**config.mk**
```make
export PLATFORM = sky130hd
export DESIGN_NAME = tftp_data_receiver
export DESIGN_NICKNAME = d
export VERILOG_FILES = /design/src/design/tdr_pkg.sv /design/src/design/tftp_data_receiver.sv
export SDC_FILE = /design/constraint.sdc
export NUM_CORES = 1
export LEC_CHECK = 0
export ABC_AREA = 1
export BUFFER_PORTS_ARGS = -buffer_cell sky130_fd_sc_hd__buf_2
export CORE_MARGIN = 4
export CORE_UTILIZATION = 50
export DETAILED_ROUTE_END_ITERATION = 16
export GPL_TIMING_DRIVEN = 0
export PLACE_DENSITY = 0.68
export SETUP_SLACK_MARGIN = 0.4
export SLEW_MARGIN = 10
export SYNTH_ARGS = -nofsm -noshare
export SYNTH_HDL_FRONTEND = slang
export SYNTH_SLANG_ARGS = --single-unit
export TNS_END_PERCENT = 50
```
**constraint.sdc**
```tcl
create_clock -name clk -period 9 [get_ports clk]
set_clock_uncertainty 0.15 [all_clocks]
set_input_delay 0 -clock clk [delete_from_list [all_inputs] [get_ports clk]]
set_output_delay 0 -clock clk [all_outputs]
set_load 0.02 [all_outputs]
```
**src/design/tdr_pkg.sv**
```systemverilog
// ---------------------------------------------------------------------------
// tdr_pkg : shared types and constants of the TFTP data receiver
// Defines the item kinds, result actions, protocol constants and the result
// beat layout.
// ---------------------------------------------------------------------------
package tdr_pkg;

  typedef enum logic [1:0] {
    KIND_START  = 2'd0,
    KIND_HEADER = 2'd1,
    KIND_BYTE   = 2'd2,
    KIND_TICK   = 2'd3
  } kind_t;

  typedef enum logic [2:0] {
    ACT_WRITE = 3'd0,
    ACT_REPLY = 3'd1,
    ACT_ABORT = 3'd2,
    ACT_NAK   = 3'd3,
    ACT_FAIL  = 3'd4
  } action_t;

  typedef enum logic [1:0] {
    CFG_ASCII_MODE   = 2'd0,
    CFG_SEGMENT_SIZE = 2'd1,
    CFG_TIMEOUT_BASE = 2'd2
  } cfg_idx_t;

  localparam logic [15:0] OP_DATA       = 16'd3;
  localparam logic [15:0] OP_ERROR      = 16'd5;
  localparam logic [7:0]  CR_BYTE       = 8'd13;
  localparam logic [7:0]  DEFAULT_BASE  = 8'd5;
  localparam logic [15:0] HEADER_BYTES  = 16'd4;
  localparam logic [15:0] RESET_SEGMENT = 16'd512;

  typedef struct packed {
    action_t     action;
    logic [15:0] reply_block;
    logic        reply_initial;
    logic        final_res;
    logic [7:0]  out_byte;
    logic [10:0] wait_ticks;
    logic [31:0] bytes_total;
    logic        last;
  } result_t;

endpackage

```
**src/design/tftp_data_receiver.sv**
```systemverilog
// ---------------------------------------------------------------------------
// tftp_data_receiver : receiving side of a TFTP transfer
// Checks packet headers, converts netascii payload, emits byte writes,
// replies, aborts and timeout failures as result beats.
// ---------------------------------------------------------------------------
//
//  channel | direction | handshake          | payload
//  --------+-----------+--------------------+-------------------------------------
//  in_     | input     | in_valid/in_stall  | kind, opcode, block_num, length, byte
//  out_    | output    | out_valid/out_stall| action, reply block, flags, byte,
//          |           |                    | wait ticks, byte total, last
//  cfg_    | input     | cfg_we             | cfg_index, cfg_wdata (16 bits)
//
//  One input beat is taken per cycle unless stalled. Its whole effect on the
//  transfer state is computed in the cycle it is accepted, and its result beats,
//  up to two, land in a four-entry result queue that drives the output one beat
//  per cycle unless out_stall is high. A written payload byte that also completes
//  a packet yields two beats; the queue stalls the input while fewer than two
//  free slots remain. Reset (rst_n low, synchronous) empties the queue, returns
//  to idle and restores the register defaults.
// ---------------------------------------------------------------------------
module tftp_data_receiver #(
  parameter int MAX_RETRIES = 5
) (
  input  logic        clk,
  input  logic        rst_n,
  // configuration
  input  logic        cfg_we,
  input  logic [1:0]  cfg_index,
  input  logic [15:0] cfg_wdata,
  // input beats
  input  logic        in_valid,
  output logic        in_stall,
  input  logic [1:0]  in_kind,
  input  logic [15:0] in_opcode,
  input  logic [15:0] in_block_num,
  input  logic [15:0] in_packet_length,
  input  logic [7:0]  in_data_byte,
  // result beats
  output logic        out_valid,
  input  logic        out_stall,
  output logic [2:0]  out_action,
  output logic [15:0] out_reply_block,
  output logic        out_reply_initial,
  output logic        out_final_res,
  output logic [7:0]  out_out_byte,
  output logic [10:0] out_wait_ticks,
  output logic [31:0] out_bytes_total,
  output logic        out_last
);
  import tdr_pkg::*;

  localparam int RETRY_W = $clog2(MAX_RETRIES + 1);
  localparam int MULT_W  = 8 + RETRY_W + 1;
  localparam int DEPTH   = 4;
  localparam int PTR_W   = $clog2(DEPTH);
  localparam int CNT_W   = $clog2(DEPTH + 1);

  typedef enum logic [1:0] {
    PH_IDLE    = 2'd0,
    PH_WAIT    = 2'd1,
    PH_PAYLOAD = 2'd2
  } phase_t;

  // configuration registers
  logic              ascii_mode_r;
  logic [15:0]       segment_size_r;
  logic [7:0]        timeout_base_r;

  // transfer state
  phase_t            phase_r,          phase_nxt;
  logic [15:0]       expected_block_r, expected_block_nxt;
  logic [RETRY_W-1:0] retry_r,         retry_nxt;
  logic              pending_cr_r,     pending_cr_nxt;
  logic [15:0]       bytes_left_r,     bytes_left_nxt;
  logic              short_r,          short_nxt;
  logic              any_ack_r,        any_ack_nxt;
  logic [31:0]       byte_count_r,     byte_count_nxt;

  // result queue
  result_t           fifo_r [DEPTH];
  logic [PTR_W-1:0]  wr_ptr_r, rd_ptr_r;
  logic [CNT_W-1:0]  count_r;

  logic              in_fire, out_fire;
  kind_t             kind;
  logic [7:0]        base_eff;
  logic [RETRY_W:0]  retry_p1, retry_p2;
  logic [MULT_W-1:0] prod_now, prod_tick;
  logic [10:0]       wait_now, wait_tick, ack_wait;
  logic [15:0]       resend_blk;
  logic              resend_init;
  logic [16:0]       full_len;
  logic [15:0]       len_left;
  logic              do_write, do_ack;
  logic [7:0]        wr_byte;
  logic [15:0]       left_dec;
  logic [1:0]        n_res;
  result_t           res0, res1, ack_res;

  assign in_fire  = in_valid && !in_stall;
  assign out_fire = out_valid && !out_stall;
  assign kind     = kind_t'(in_kind);

  // Hold the input whenever a two-beat item might not fit.
  assign in_stall  = count_r > CNT_W'(DEPTH - 2);
  assign out_valid = count_r != '0;

  // Reply timer: base times (retries + 1), zero base means the default.
  assign base_eff  = (timeout_base_r == 8'd0) ? DEFAULT_BASE : timeout_base_r;
  assign retry_p1  = {1'b0, retry_r} + (RETRY_W + 1)'(1);
  assign retry_p2  = {1'b0, retry_r} + (RETRY_W + 1)'(2);
  assign prod_now  = MULT_W'(base_eff) * MULT_W'(retry_p1);
  assign prod_tick = MULT_W'(base_eff) * MULT_W'(retry_p2);
  assign wait_now  = 11'(prod_now);
  assign wait_tick = 11'(prod_tick);

  // Resend repeats the initial reply until some ACK went out.
  assign resend_blk  = any_ack_r ? (expected_block_r - 16'd1) : 16'd0;
  assign resend_init = !any_ack_r;

  assign full_len = {1'b0, segment_size_r} + {1'b0, HEADER_BYTES};
  assign len_left = (in_packet_length >= HEADER_BYTES) ?
                    (in_packet_length - HEADER_BYTES) : 16'd0;
  assign left_dec = bytes_left_r - 16'd1;

  always_comb begin
    phase_nxt          = phase_r;
    expected_block_nxt = expected_block_r;
    retry_nxt          = retry_r;
    pending_cr_nxt     = pending_cr_r;
    bytes_left_nxt     = bytes_left_r;
    short_nxt          = short_r;
    any_ack_nxt        = any_ack_r;
    byte_count_nxt     = byte_count_r;
    res0               = '0;
    res1               = '0;
    ack_res            = '0;
    n_res              = 2'd0;
    do_write           = 1'b0;
    do_ack             = 1'b0;
    wr_byte            = in_data_byte;
    ack_wait           = wait_now;

    unique case (kind)
      KIND_START: begin
        // Restart from scratch and send the initial reply.
        phase_nxt          = PH_WAIT;
        expected_block_nxt = 16'd1;
        retry_nxt          = '0;
        pending_cr_nxt     = 1'b0;
        bytes_left_nxt     = 16'd0;
        short_nxt          = 1'b0;
        any_ack_nxt        = 1'b0;
        byte_count_nxt     = 32'd0;
        res0.action        = ACT_REPLY;
        res0.reply_initial = 1'b1;
        res0.wait_ticks    = 11'(base_eff);
        n_res              = 2'd1;
      end
      KIND_HEADER: begin
        if (phase_r == PH_WAIT) begin
          retry_nxt = '0;
          priority if (in_opcode == OP_ERROR) begin
            phase_nxt   = PH_IDLE;
            res0.action = ACT_ABORT;
            n_res       = 2'd1;
          end else if (in_opcode != OP_DATA) begin
            phase_nxt   = PH_IDLE;
            res0.action = ACT_NAK;
            n_res       = 2'd1;
          end else if (in_block_num != expected_block_r) begin
            res0.action        = ACT_REPLY;
            res0.reply_block   = resend_blk;
            res0.reply_initial = resend_init;
            res0.wait_ticks    = 11'(base_eff);
            n_res              = 2'd1;
          end else begin
            bytes_left_nxt = len_left;
            short_nxt      = {1'b0, in_packet_length} != full_len;
            ack_wait       = 11'(base_eff);
            if (len_left == 16'd0) begin
              do_ack = 1'b1;
            end else begin
              phase_nxt = PH_PAYLOAD;
            end
          end
        end
      end
      KIND_BYTE: begin
        if (phase_r == PH_PAYLOAD) begin
          if (ascii_mode_r) begin
            // CR NUL becomes CR, CR x becomes x; a bare CR waits for its partner.
            if (pending_cr_r) begin
              pending_cr_nxt = 1'b0;
              do_write       = 1'b1;
              wr_byte        = (in_data_byte == 8'd0) ? CR_BYTE : in_data_byte;
            end else if (in_data_byte == CR_BYTE) begin
              pending_cr_nxt = 1'b1;
            end else begin
              do_write = 1'b1;
            end
          end else begin
            do_write = 1'b1;
          end
          bytes_left_nxt = left_dec;
          do_ack         = left_dec == 16'd0;
        end
      end
      KIND_TICK: begin
        if (phase_r == PH_WAIT) begin
          if (retry_r < RETRY_W'(MAX_RETRIES)) begin
            retry_nxt          = retry_r + RETRY_W'(1);
            res0.action        = ACT_REPLY;
            res0.reply_block   = resend_blk;
            res0.reply_initial = resend_init;
            res0.wait_ticks    = wait_tick;
            n_res              = 2'd1;
          end else begin
            phase_nxt   = PH_IDLE;
            res0.action = ACT_FAIL;
            n_res       = 2'd1;
          end
        end
      end
      default: begin
        n_res = 2'd0;
      end
    endcase

    if (do_write && byte_count_r != 32'hFFFF_FFFF) begin
      byte_count_nxt = byte_count_r + 32'd1;
    end

    // The ACK closes the packet; a short packet ends the transfer.
    if (do_ack) begin
      ack_res.action      = ACT_REPLY;
      ack_res.reply_block = expected_block_r;
      ack_res.final_res   = short_nxt;
      ack_res.wait_ticks  = short_nxt ? 11'd0 : ack_wait;
      phase_nxt           = short_nxt ? PH_IDLE : PH_WAIT;
      expected_block_nxt  = expected_block_r + 16'd1;
      any_ack_nxt         = 1'b1;
    end

    if (kind == KIND_BYTE || kind == KIND_HEADER) begin
      if (do_write) begin
        res0.action   = ACT_WRITE;
        res0.out_byte = wr_byte;
        res1          = ack_res;
        n_res         = do_ack ? 2'd2 : 2'd1;
      end else if (do_ack) begin
        res0  = ack_res;
        n_res = 2'd1;
      end
    end

    res0.bytes_total = byte_count_nxt;
    res1.bytes_total = byte_count_nxt;
    res0.last        = n_res == 2'd1;
    res1.last        = 1'b1;
  end

  always_ff @(posedge clk) begin
    if (!rst_n) begin
      ascii_mode_r     <= 1'b0;
      segment_size_r   <= RESET_SEGMENT;
      timeout_base_r   <= DEFAULT_BASE;
      phase_r          <= PH_IDLE;
      expected_block_r <= 16'd1;
      retry_r          <= '0;
      pending_cr_r     <= 1'b0;
      bytes_left_r     <= 16'd0;
      short_r          <= 1'b0;
      any_ack_r        <= 1'b0;
      byte_count_r     <= 32'd0;
      wr_ptr_r         <= '0;
      rd_ptr_r         <= '0;
      count_r          <= '0;
    end else begin
      if (cfg_we) begin
        unique case (cfg_idx_t'(cfg_index))
          CFG_ASCII_MODE:   ascii_mode_r   <= cfg_wdata[0];
          CFG_SEGMENT_SIZE: segment_size_r <= cfg_wdata;
          CFG_TIMEOUT_BASE: timeout_base_r <= cfg_wdata[7:0];
          default: begin
            // unmapped index: drop the write
          end
        endcase
      end
      if (in_fire) begin
        phase_r          <= phase_nxt;
        expected_block_r <= expected_block_nxt;
        retry_r          <= retry_nxt;
        pending_cr_r     <= pending_cr_nxt;
        bytes_left_r     <= bytes_left_nxt;
        short_r          <= short_nxt;
        any_ack_r        <= any_ack_nxt;
        byte_count_r     <= byte_count_nxt;
        wr_ptr_r         <= wr_ptr_r + PTR_W'(n_res);
      end
      if (out_fire) begin
        rd_ptr_r <= rd_ptr_r + PTR_W'(1);
      end
      count_r <= count_r + (in_fire ? CNT_W'(n_res) : CNT_W'(0))
                         - (out_fire ? CNT_W'(1) : CNT_W'(0));
    end
  end

  // Result queue storage: no reset needed.
  always_ff @(posedge clk) begin
    if (in_fire && n_res != 2'd0) begin
      fifo_r[wr_ptr_r] <= res0;
    end
    if (in_fire && n_res == 2'd2) begin
      fifo_r[wr_ptr_r + PTR_W'(1)] <= res1;
    end
  end

  assign out_action        = fifo_r[rd_ptr_r].action;
  assign out_reply_block   = fifo_r[rd_ptr_r].reply_block;
  assign out_reply_initial = fifo_r[rd_ptr_r].reply_initial;
  assign out_final_res     = fifo_r[rd_ptr_r].final_res;
  assign out_out_byte      = fifo_r[rd_ptr_r].out_byte;
  assign out_wait_ticks    = fifo_r[rd_ptr_r].wait_ticks;
  assign out_bytes_total   = fifo_r[rd_ptr_r].bytes_total;
  assign out_last          = fifo_r[rd_ptr_r].last;

  // Queue never overfills.
  a_queue_bound: assert property (@(posedge clk) disable iff (!rst_n)
    count_r <= CNT_W'(DEPTH))
    else $error("result queue over capacity");

  // A start always leaves a reply waiting, with the block counter rewound.
  a_start_reply: assert property (@(posedge clk) disable iff (!rst_n)
    in_fire && kind == KIND_START |=> count_r != '0 && expected_block_r == 16'd1)
    else $error("start beat produced no reply");

  // The last payload byte always leaves the payload phase.
  a_payload_end: assert property (@(posedge clk) disable iff (!rst_n)
    in_fire && kind == KIND_BYTE && phase_r == PH_PAYLOAD && bytes_left_r == 16'd1
    |=> phase_r != PH_PAYLOAD)
    else $error("payload phase outlived its byte count");

  // Retries stay within the allowed number.
  a_retry_bound: assert property (@(posedge clk) disable iff (!rst_n)
    retry_r <= RETRY_W'(MAX_RETRIES))
    else $error("retry count beyond limit");

endmodule

```
== Word-level counts from Yosys, hierarchy flattened ==
Memories as Yosys holds them, arrays and structs flattened. A register that Yosys moved wholly into a read port is not among the register bits.
Index checks and enable logic that the tools add are counted.

* $add $sub $neg: 14
* Multiply operators: 2
* Order comparisons: 3
* Equality and inequality tests: 28
* Muxes and demuxes: 114
* Reduce and logical (&&, ||, !) cells: 30

{| class="wikitable"
|+ Operator list
! kind !! number
|-
| 73-bit two-way mux || 4
|-
| 16-bit two-way mux || 9
|-
| 20-bit two-way mux || 6
|-
| 11-bit two-way mux || 9
|-
| 8-bit two-way mux || 11
|-
| 17-bit two-way mux || 4
|-
| 32-bit two-way mux || 2
|-
| 16-bit case mux with 3 select lines || 1
|-
| 44-bit two-way mux || 1
|-
| 18-bit two-way mux || 2
|-
| 1-bit two-way mux || 33
|-
| 11-bit case mux with 3 select lines || 1
|-
| 32-bit by 1-bit adder with 32-bit output (second input constant) || 1
|-
| 16-bit logical NOT || 2
|-
| 32-bit inequality test (second input constant) || 1
|-
| 16-bit case mux with 2 select lines || 1
|-
| 16-bit by 1-bit subtractor with 16-bit output (second input constant) || 2
|-
| 2-bit two-way mux || 15
|-
| 8-bit by 4-bit multiplier with 11-bit output || 2
|-
| 3-bit two-way mux || 7
|-
| 3-bit case mux with 3 select lines || 2
|-
| 16-bit by 3-bit adder with 17-bit output (second input constant) || 1
|-
| 16-bit by 17-bit inequality test with 1-bit output || 1
|-
| 16-bit by 1-bit adder with 16-bit output (second input constant) || 1
|-
| other kinds (35) || 72
|}

* Register bits: 104
* Bits in writable memories: 292
* Input bits: 81
* Logic and storage cells: 206
* Memories kept: 1

{| class="wikitable"
|+ Memories
! memory !! depth !! width !! read ports !! clocked after Yosys merged registers in !! wr ports !! RTL line !! source
|-
| fifo_r || 4 || 73 || 1 || 1 || 2 || tftp_data_receiver.sv:81 || <nowiki>result_t fifo_r [DEPTH];</nowiki>
|}

== Longest topological paths before layout ==
Gate-level depths: netlist of run 1.

* Word-level depth: 16
* Mapped depth: 28
* Mapped depth without buffers: 27

== Worst setup path before layout of run 1 ==
Ideal clock, no wire load.

* Path type: reg-to-reg
* From: register timeout_base_r[7]
* To: memory fifo_r[1][43] (netlist name) (data pin)
* Library setup time: 0.268 ns
* Arrival: 3.763 ns
* Path slack: 4.819 ns
* Cell stages (with the launch flop): 25
* Buffers on the path: 1
* Clock period less this slack: 4.181 ns
* Cells stage by stage: dfxtp_1 -> clkbuf_1 -> inv_1 -> nand4_1 -> nor2_1 -> nor2_1 -> inv_1 -> nand2_1 -> fa_1 -> fa_1 -> inv_1 -> fa_1 -> nand3_1 -> nand3_1 -> nand2_1 -> nand2_1 -> a21oi_1 -> nor2_1 -> o21ai_0 -> nand2_1 -> xnor2_1 -> nand3_1 -> nand2_1 -> nand2_1 -> o21ai_0

{| class="wikitable"
|+ RTL lines
! what !! RTL line !! source
|-
| start: declaration || tftp_data_receiver.sv:68 || <nowiki>logic [7:0] timeout_base_r;</nowiki>
|-
| start signal: assignment || tftp_data_receiver.sv:285 || <nowiki>CFG_TIMEOUT_BASE: timeout_base_r <= cfg_wdata[7:0];</nowiki>
|-
| end: declaration || tftp_data_receiver.sv:81 ||
|}

==> results of run 1 <==
==> cell usage after synthesis, types with 3 or more instances <==
cell,instances
inv_1,352
buf_1,4
nor2_1,389
a21oi_1,227
nand2_1,641
clkinv_1,6
nand3_1,162
o31ai_1,14
buf_2,44
xnor2_1,22
o211ai_1,5
nor4_1,17
a211oi_1,3
buf_4,5
ha_1,48
xor2_1,51
o22ai_1,118
nand4_2,3
a31oi_1,3
nand2_2,8
buf_6,7
inv_2,8
dfxtp_1,154
fa_1,25
o21ai_1,5
or2_2,3
o21ai_0,321
and3_1,3
clkbuf_1,100
nor2_4,14
nor2_2,13
nor3_1,52
edfxtp_1,244
nand4_1,41
nand3b_1,8
o21bai_1,4
==> kinds of logic (layout without fill, tap and decap cells) <==
kind of cell | after synthesis | after routing | synth area share [%]
adders and majority gates | 73 | 73 | 4.60
AOI/OAI and AO/OA | 707 | 707 | 15.8
buffers and inverters | 527 | 832 | 8.84
and+or+nand+nor | 1367 | 1367 | 24.5
other | 0 | 3 | 0
xor gates and xnor gates | 74 | 74 | 2.77
DFF | 398 | 398 | 43.5
==> timing repair <==
item	in CTS	in global routing
resized for setup	0	0
hold buffers	68	0
endpoints found under the hold margin	86	0
==> cell usage in the layout (no fill, tap or decap), types with 4 or more instances in the layout <==
master         synthesis  routed
nand3b_1               8       8
a21oi_1              227     227
xor2_1                51      51
clkbuf_1             100     112
inv_1                352     352
o31ai_1               14      14
clkinv_1               6       9
nor2_4                14      14
o21ai_0              321     321
nor2_2                13      13
o22ai_1              118     118
fa_1                  25      25
nor4_1                17      16
nand2_2                8       8
ha_1                  48      48
xnor2_1               22      22
buf_4                  5       6
clkinv_2               0       6
nor3_1                52      52
o211ai_1               5       5
nand3_1              162     162
nand4_1               41      41
nor2_1               389     389
o21ai_1                5       5
clkbuf_16              0      46
buf_2                 44     199
dlygate4sd3_1          0      68
inv_2                  8       8
nand2_4                2       5
edfxtp_1             244     244
buf_1                  4       4
nand2_1              641     638
buf_6                  7       7
dfxtp_1              154     154
o21bai_1               4       4
==> final timing paths <==
kind,start,end,slack (ps)
hold / removal,cfg_wdata[2],segment_size_r[2],90
hold reg to reg,fifo_r[1][44],fifo_r[1][44],300
setup / recovery,timeout_base_r[7],fifo_r[2][43],3460
setup reg to reg,timeout_base_r[7],fifo_r[2][43],3460
==> routing by layer <==
| metal | track usage (%) | wire (um) |
|---|---|---|
| met5 | 0 | 0 |
| met4 | 12.4 | 3390 |
| met3 | 5.90 | 8650 |
| met2 | 51.1 | 37800 |
| met1 | 41.2 | 32500 |
==> state kept, by name (all words and copies together), names as in the netlist, 2 cells and up, named ones only <==
name / count
byte_count_r: 32
bytes_left_r: 16
count_r: 3
expected_block_r: 16
fifo_r: 292
phase_r: 2
rd_ptr_r: 2
retry_r: 3
segment_size_r: 16
timeout_base_r: 8
wr_ptr_r: 2
==> worst max-delay path, stage by stage (launching register included) <==
cell      delay (ps)
dfxtp_1          300
clkbuf_1         370
inv_1            240
nand4_1          150
nor2_1            70
nor2_1           590
inv_1            140
nand2_1          120
fa_1             440
fa_1             550
inv_1             70
fa_1             450
nand3_1           90
nand3_1          110
nand2_1           90
nand2_1           50
a21oi_1          160
nor2_1            80
o21ai_0          160
nand2_1           90
xnor2_1          200
nand3_1          190
nand2_1          140
nand2_1          140
o21ai_0          220
==> metrics by stage <==
| step | hold slack [ps] | cell area (um2) | setup slack, ps |
|---|---|---|---|
| 2_1_floorplan | -19.6 | 23900 | 4820 |
| 3_3_place_gp | 78.1 | 25500 | 2730 |
| 3_5_place_dp | 79.2 | 25600 | 3620 |
| 4_1_cts | 61.5 | 27700 | 3580 |
| 5_1_grt | 126 | 27700 | 3210 |
| 6_report | 85.2 | 27700 | 3460 |
==> power by group <==
group	leakage [nW]	internal [mW]	total, mW	switching [mW]
sequential	3.38	2.03	2.10	0.0773
combinational	7.01	0.419	1.49	1.07
clock	0.684	1.02	1.80	0.777
==> layout make-up <==
type	instances	share of cell area, %
tap	607	2.74
clock buffer	61	4.47
buffer	161	2.68
clock inverter	17	0.597
antenna	3	0.0271
inverter	366	4.96
timing repair buffer	227	5.56
sequential	398	37.6
multi-input combinational	2221	41.3
==> run_results.csv, run 1 <==
group,metric,value,unit
status,status,"finished, final reports clean",
placement,port_buffers,155,
synthesis,synth_cell_types,52,
die,rows,79,
finish,drive_above_1_share,9.94,%
routing,drc,0,
clocking,cts.clk_slew.worst_paths,60,ps
finish,multi_input_area,11400,um2
routing,wl,82.3,mm
die,fp.dieH,227,um
synthesis,ys_seq_area_share,43.5,%
synthesis,syn_avg_cell_area,7.61,um2
timing,hold_violations,0,
worst_setup_path,rr_worst_depth,24,
finish,area_delta_synth_final,15.6,%
power_and_ir_drop,ir_drop,0.000163,V
global_routing,grt_pass1_vias,22634,
worst_setup_path,critPathCaptureType,"flop",
timing,finalCritPeriodShare,61.6,%
hold_path,min_path_type,"in -> reg",
timing,rsz0062_at_grt,"false",
finish,finalNetCount,3572,
finish,seq_area,10400,um2
die,core,47000,um2
global_routing,antenna_found_initial,3,
timing,worst_slew_pin_slew,1140,ps
synthesis,yosysTopAreaCell,"edfxtp_1",
die,dieArea,51400,um2
die,dieWidth,227,um
synthesis,synth_edf_count,244,
worst_setup_path,critPathMaxFanout,9,
routing,vias,23885,
worst_setup_path,cp.arrival,5790,ps
power_and_ir_drop,leakagePower,11.1,nW
global_routing,grt_remaining_overflow,0,
global_routing,grt_pass1_wl,126,mm
timing,fin_tns_setup,0,ps
finish,final_util,58.9,%
global_routing,grt_start_max_net_pins,69,
synthesis,synth_top_area_share,30.6,%
synthesis,syn_inst,3146,
die,io_pins,156,
die,initial_core_util,51.0,%
timing,setup_viol,0,
placement,dp.cells,3912,
placement,gp_congestion,1.00,
clocking,cts-root-buf,"clkbuf_16",
clocking,cts_tree,"done",
worst_setup_path,required,9250,ps
finish,fillers,4257,
synthesis,synthTopCellsByArea,"edfxtp_1 (31%), dfxtp_1 (13%), nand2_1 (10%)",
finish,final_cells,4061,
placement,hpwl,59.1,mm
routing,vias_per_cell,5.88,
worst_setup_path,path_class,"reg -> reg",
worst_setup_path,startpoint_type,"flop",
timing,fmax,0.180,GHz
routing,drtAntennaViolNets,0,
clocking,clk-insertion-delay-late,580,ps
routing,wire_per_inst,20.3,um
synthesis,syn_area,23900,um2
clocking,cts_max_level,2,
clocking,postCtsSetupBuffers,0,
power_and_ir_drop,fin_total_pwr,5.39,mW
synthesis,synth_fp_nets,3300,
synthesis,synthFlopType,"edfxtp_1",
synthesis,yosys_warnings,0,
clocking,cts_sinks,398,
global_routing,track_usage,31.2,%
routing,drtPass1Iterations,6,
timing,slew_viol_final,0,
timing,relSlewSlack,24.3,%
synthesis,async_flop_share,0,%
flow_run,maxCapViolCount,0,
routing,drt_iter0_drc,3027,
hold_path,hold_path_depth,4,
clocking,cts_made_buffers,43,
timing,layout_min_cycle_time,5540,ps
synthesis,synth_seq_cells,398,
power_and_ir_drop,powerDensity,195,nW/um2
clocking,cts_buffer_depth,3,
(Power assumes the default switching activity.)
==> inputs of run 2 (changes only) <==
Settings changed: PLACE_DENSITY 0.68 to 0.7.
Clock period 9 ns to 4.46 ns, I/O delays scaled along.
==> run 2 against run 1 <==
Maximum frequency rose by 31%. Cell area increased by 2.9%. Core utilization is 1.7 points higher. Sequential power increased by 100%. Total power up 110%. Non-clock buffer count up 32. Sequential share of layout area decreased by 0.98 points.
==> run_results.csv, run 2 (synthesis results as in run 1) <==
group,metric,value,unit
worst_setup_path,startpoint_type,"flop",
worst_setup_path,crit_path_cell_trace,"ha_1, or2_2, nand2_4, nor2_1, fa_1, inv_1, fa_1, inv_1, ha_4, nand2_2, inv_1, nand3_1, o221ai_4, nand2_1, nand2_1, nand2_1, nand2_2, o21ai_1, a21oi_2, nand2_1, nand2_1, nand2_2, o21ai_1",
flow_run,maxCapViolCount,0,
worst_setup_path,required,4760,ps
finish,final_cell_area,28500,um2
placement,port_buffers,155,
finish,final_cell_mix,"nand2_1 (621), nor2_1 (375), inv_1 (338), o21ai_0 (306), edfxtp_1 (244)",
timing,fmax,0.237,GHz
clocking,cts-root-buf,"clkbuf_16",
worst_setup_path,cp_slowest_cell,"fa_1",
status,status,"finished, final reports clean",
worst_setup_path,reg2reg_from,"retry_r[1]",
finish,top_register,"fifo_r",
global_routing,grt_start_max_net_pins,69,
die,rows,79,
power_and_ir_drop,leakagePower,11.3,nW
timing,layout_min_cycle_time,4220,ps
timing,rsz0062_at_grt,"true",
timing,setup_viol,0,
die,dieArea,51400,um2
global_routing,antenna_found_initial,2,
global_routing,grt_pass1_wl,127,mm
power_and_ir_drop,ir_drop,0.000328,V
routing,vias,24079,
die,core,47000,um2
worst_setup_path,max_stage_delay,530,ps
finish,final_cells,4097,
timing,worst_slew_pin_slew,835,ps
power_and_ir_drop,fin_total_pwr,11.1,mW
routing,drc,0,
worst_setup_path,critPathCaptureType,"flop",
worst_setup_path,cp.arrival,4520,ps
clocking,clk-insertion-delay-late,590,ps
finish,largest_register_ffs,292,
placement,gp_congestion,0.976,
global_routing,grt_remaining_overflow,0,
clocking,cts.clk_slew.worst_paths,60,ps
global_routing,grt_pass1_vias,23074,
timing,finalCritPeriodShare,94.6,%
worst_setup_path,path_class,"reg -> reg",
die,initial_core_util,51.0,%
timing,slew_viol_final,0,
routing,wire_per_inst,20.3,um
worst_setup_path,critPathTopFamily,"adder cells",
finish,layout_commonest_cell,"nand2_1",
finish,top_regs,"fifo_r x292, byte_count_r x32",
finish,area_delta_synth_final,19.0,%
finish,finalNetCount,3606,
placement,placed_cell_area,25600,um2
clocking,cts_sinks,398,
clocking,cts_max_level,2,
timing,relSlewSlack,44.4,%
clocking,cts_made_buffers,45,
clocking,cts_tree,"done",
hold_path,min_path_type,"in -> reg",
placement,hpwl,58.9,mm
routing,drtAntennaViolNets,0,
timing,whs,57.2,ps
timing,hold_violations,0,
placement,dp.cells,3912,
routing,wl,83.1,mm
worst_setup_path,cp_common_cell,"nand2_1",
routing,drt_iter0_drc,2734,
hold_path,hold_path.startpoint,"cfg_wdata[1]",
die,fp.dieH,227,um
finish,drive_above_1_share,13.6,%
routing,drtPass1Iterations,6,
clocking,cts_buffer_depth,3,
global_routing,track_usage,31.3,%
routing,vias_per_cell,5.88,
die,dieWidth,227,um
die,io_pins,156,
power_and_ir_drop,powerDensity,390,nW/um2
worst_setup_path,critPathBufInv,3,
worst_setup_path,critPathLaunch,"retry_r[1]",
worst_setup_path,critPathMaxFanout,6,
run 2: changes by cell type in the layout (fill, tap and decap cells not counted), sizes merged:
| cell | change |
|---|---|
| clkinv | +4 |
| buf | +31 |
| bufinv | +1 |
| dlygate4sd3 | +3 |
| clkinvlp | -1 |
| diode | -2 |
run 2: cell type report:
cell class	instances	area [um2]
sequential	398	10400
clock inverter	21	233
multi-input combinational	2221	11900
antenna	1	2.50
inverter	366	1390
buffer	161	758
clock buffer	63	1240
fill	4068	18500
tap	607	759
timing repair buffer	259	1780
run 2: routing by layer:
metal	track usage [%]	vias up	share of wire, %
li1	-	11154	-
met1	41.0	11300	39
met2	51.5	1394	46
met3	6.67	229	11
met4	11.8	2	3.6
met5	0	-	0.016
run 2: path summary, 6_finish.rpt:
| kind | end | slack [ps] | cells after the start |
|---|---|---|---|
| min | segment_size_r[1] | 60 | 4 |
| min reg2reg | fifo_r[1][44] | 300 | 2 |
| max | fifo_r[1][43] | 240 | 23 |
| max reg2reg | fifo_r[1][43] | 240 | 23 |
run 2: worst min-delay path, cell delays in order:
cell and delay [ps]:
dlygate4sd3_1 520, buf_2 110, nor2_1 50, nor2_1 80
run 2: metrics by stage:
| step | utilization [%] | worst slack [ps] | TNS [ps] |
|---|---|---|---|
| 3_3_place_gp | 54.3 | -1830 | -304880 |
| 6_report | 60.7 | 241 | 0 |
| 5_1_grt | 60.7 | 7.13 | 0 |
| 3_5_place_dp | 54.5 | -500 | -9280 |
| 4_1_cts | 60.1 | 339 | 0 |
| 2_1_floorplan | - | 410 | 0 |
run 2: timing repair:
action / CTS / global route
gates cloned: 0 / 0
hold buffers: 71 / 0
setup endpoints to repair: 269 / 150
endpoints found under the hold margin: 87 / 0
pin swaps: 33 / 42
gates resized for setup: 86 / 62
buffers inserted: 19 / 10
run 2: power breakdown:
part	internal, mW	switching [mW]
sequential	4.09	0.154
clock	2.15	1.63
combinational	0.885	2.19
total	7.13	3.97
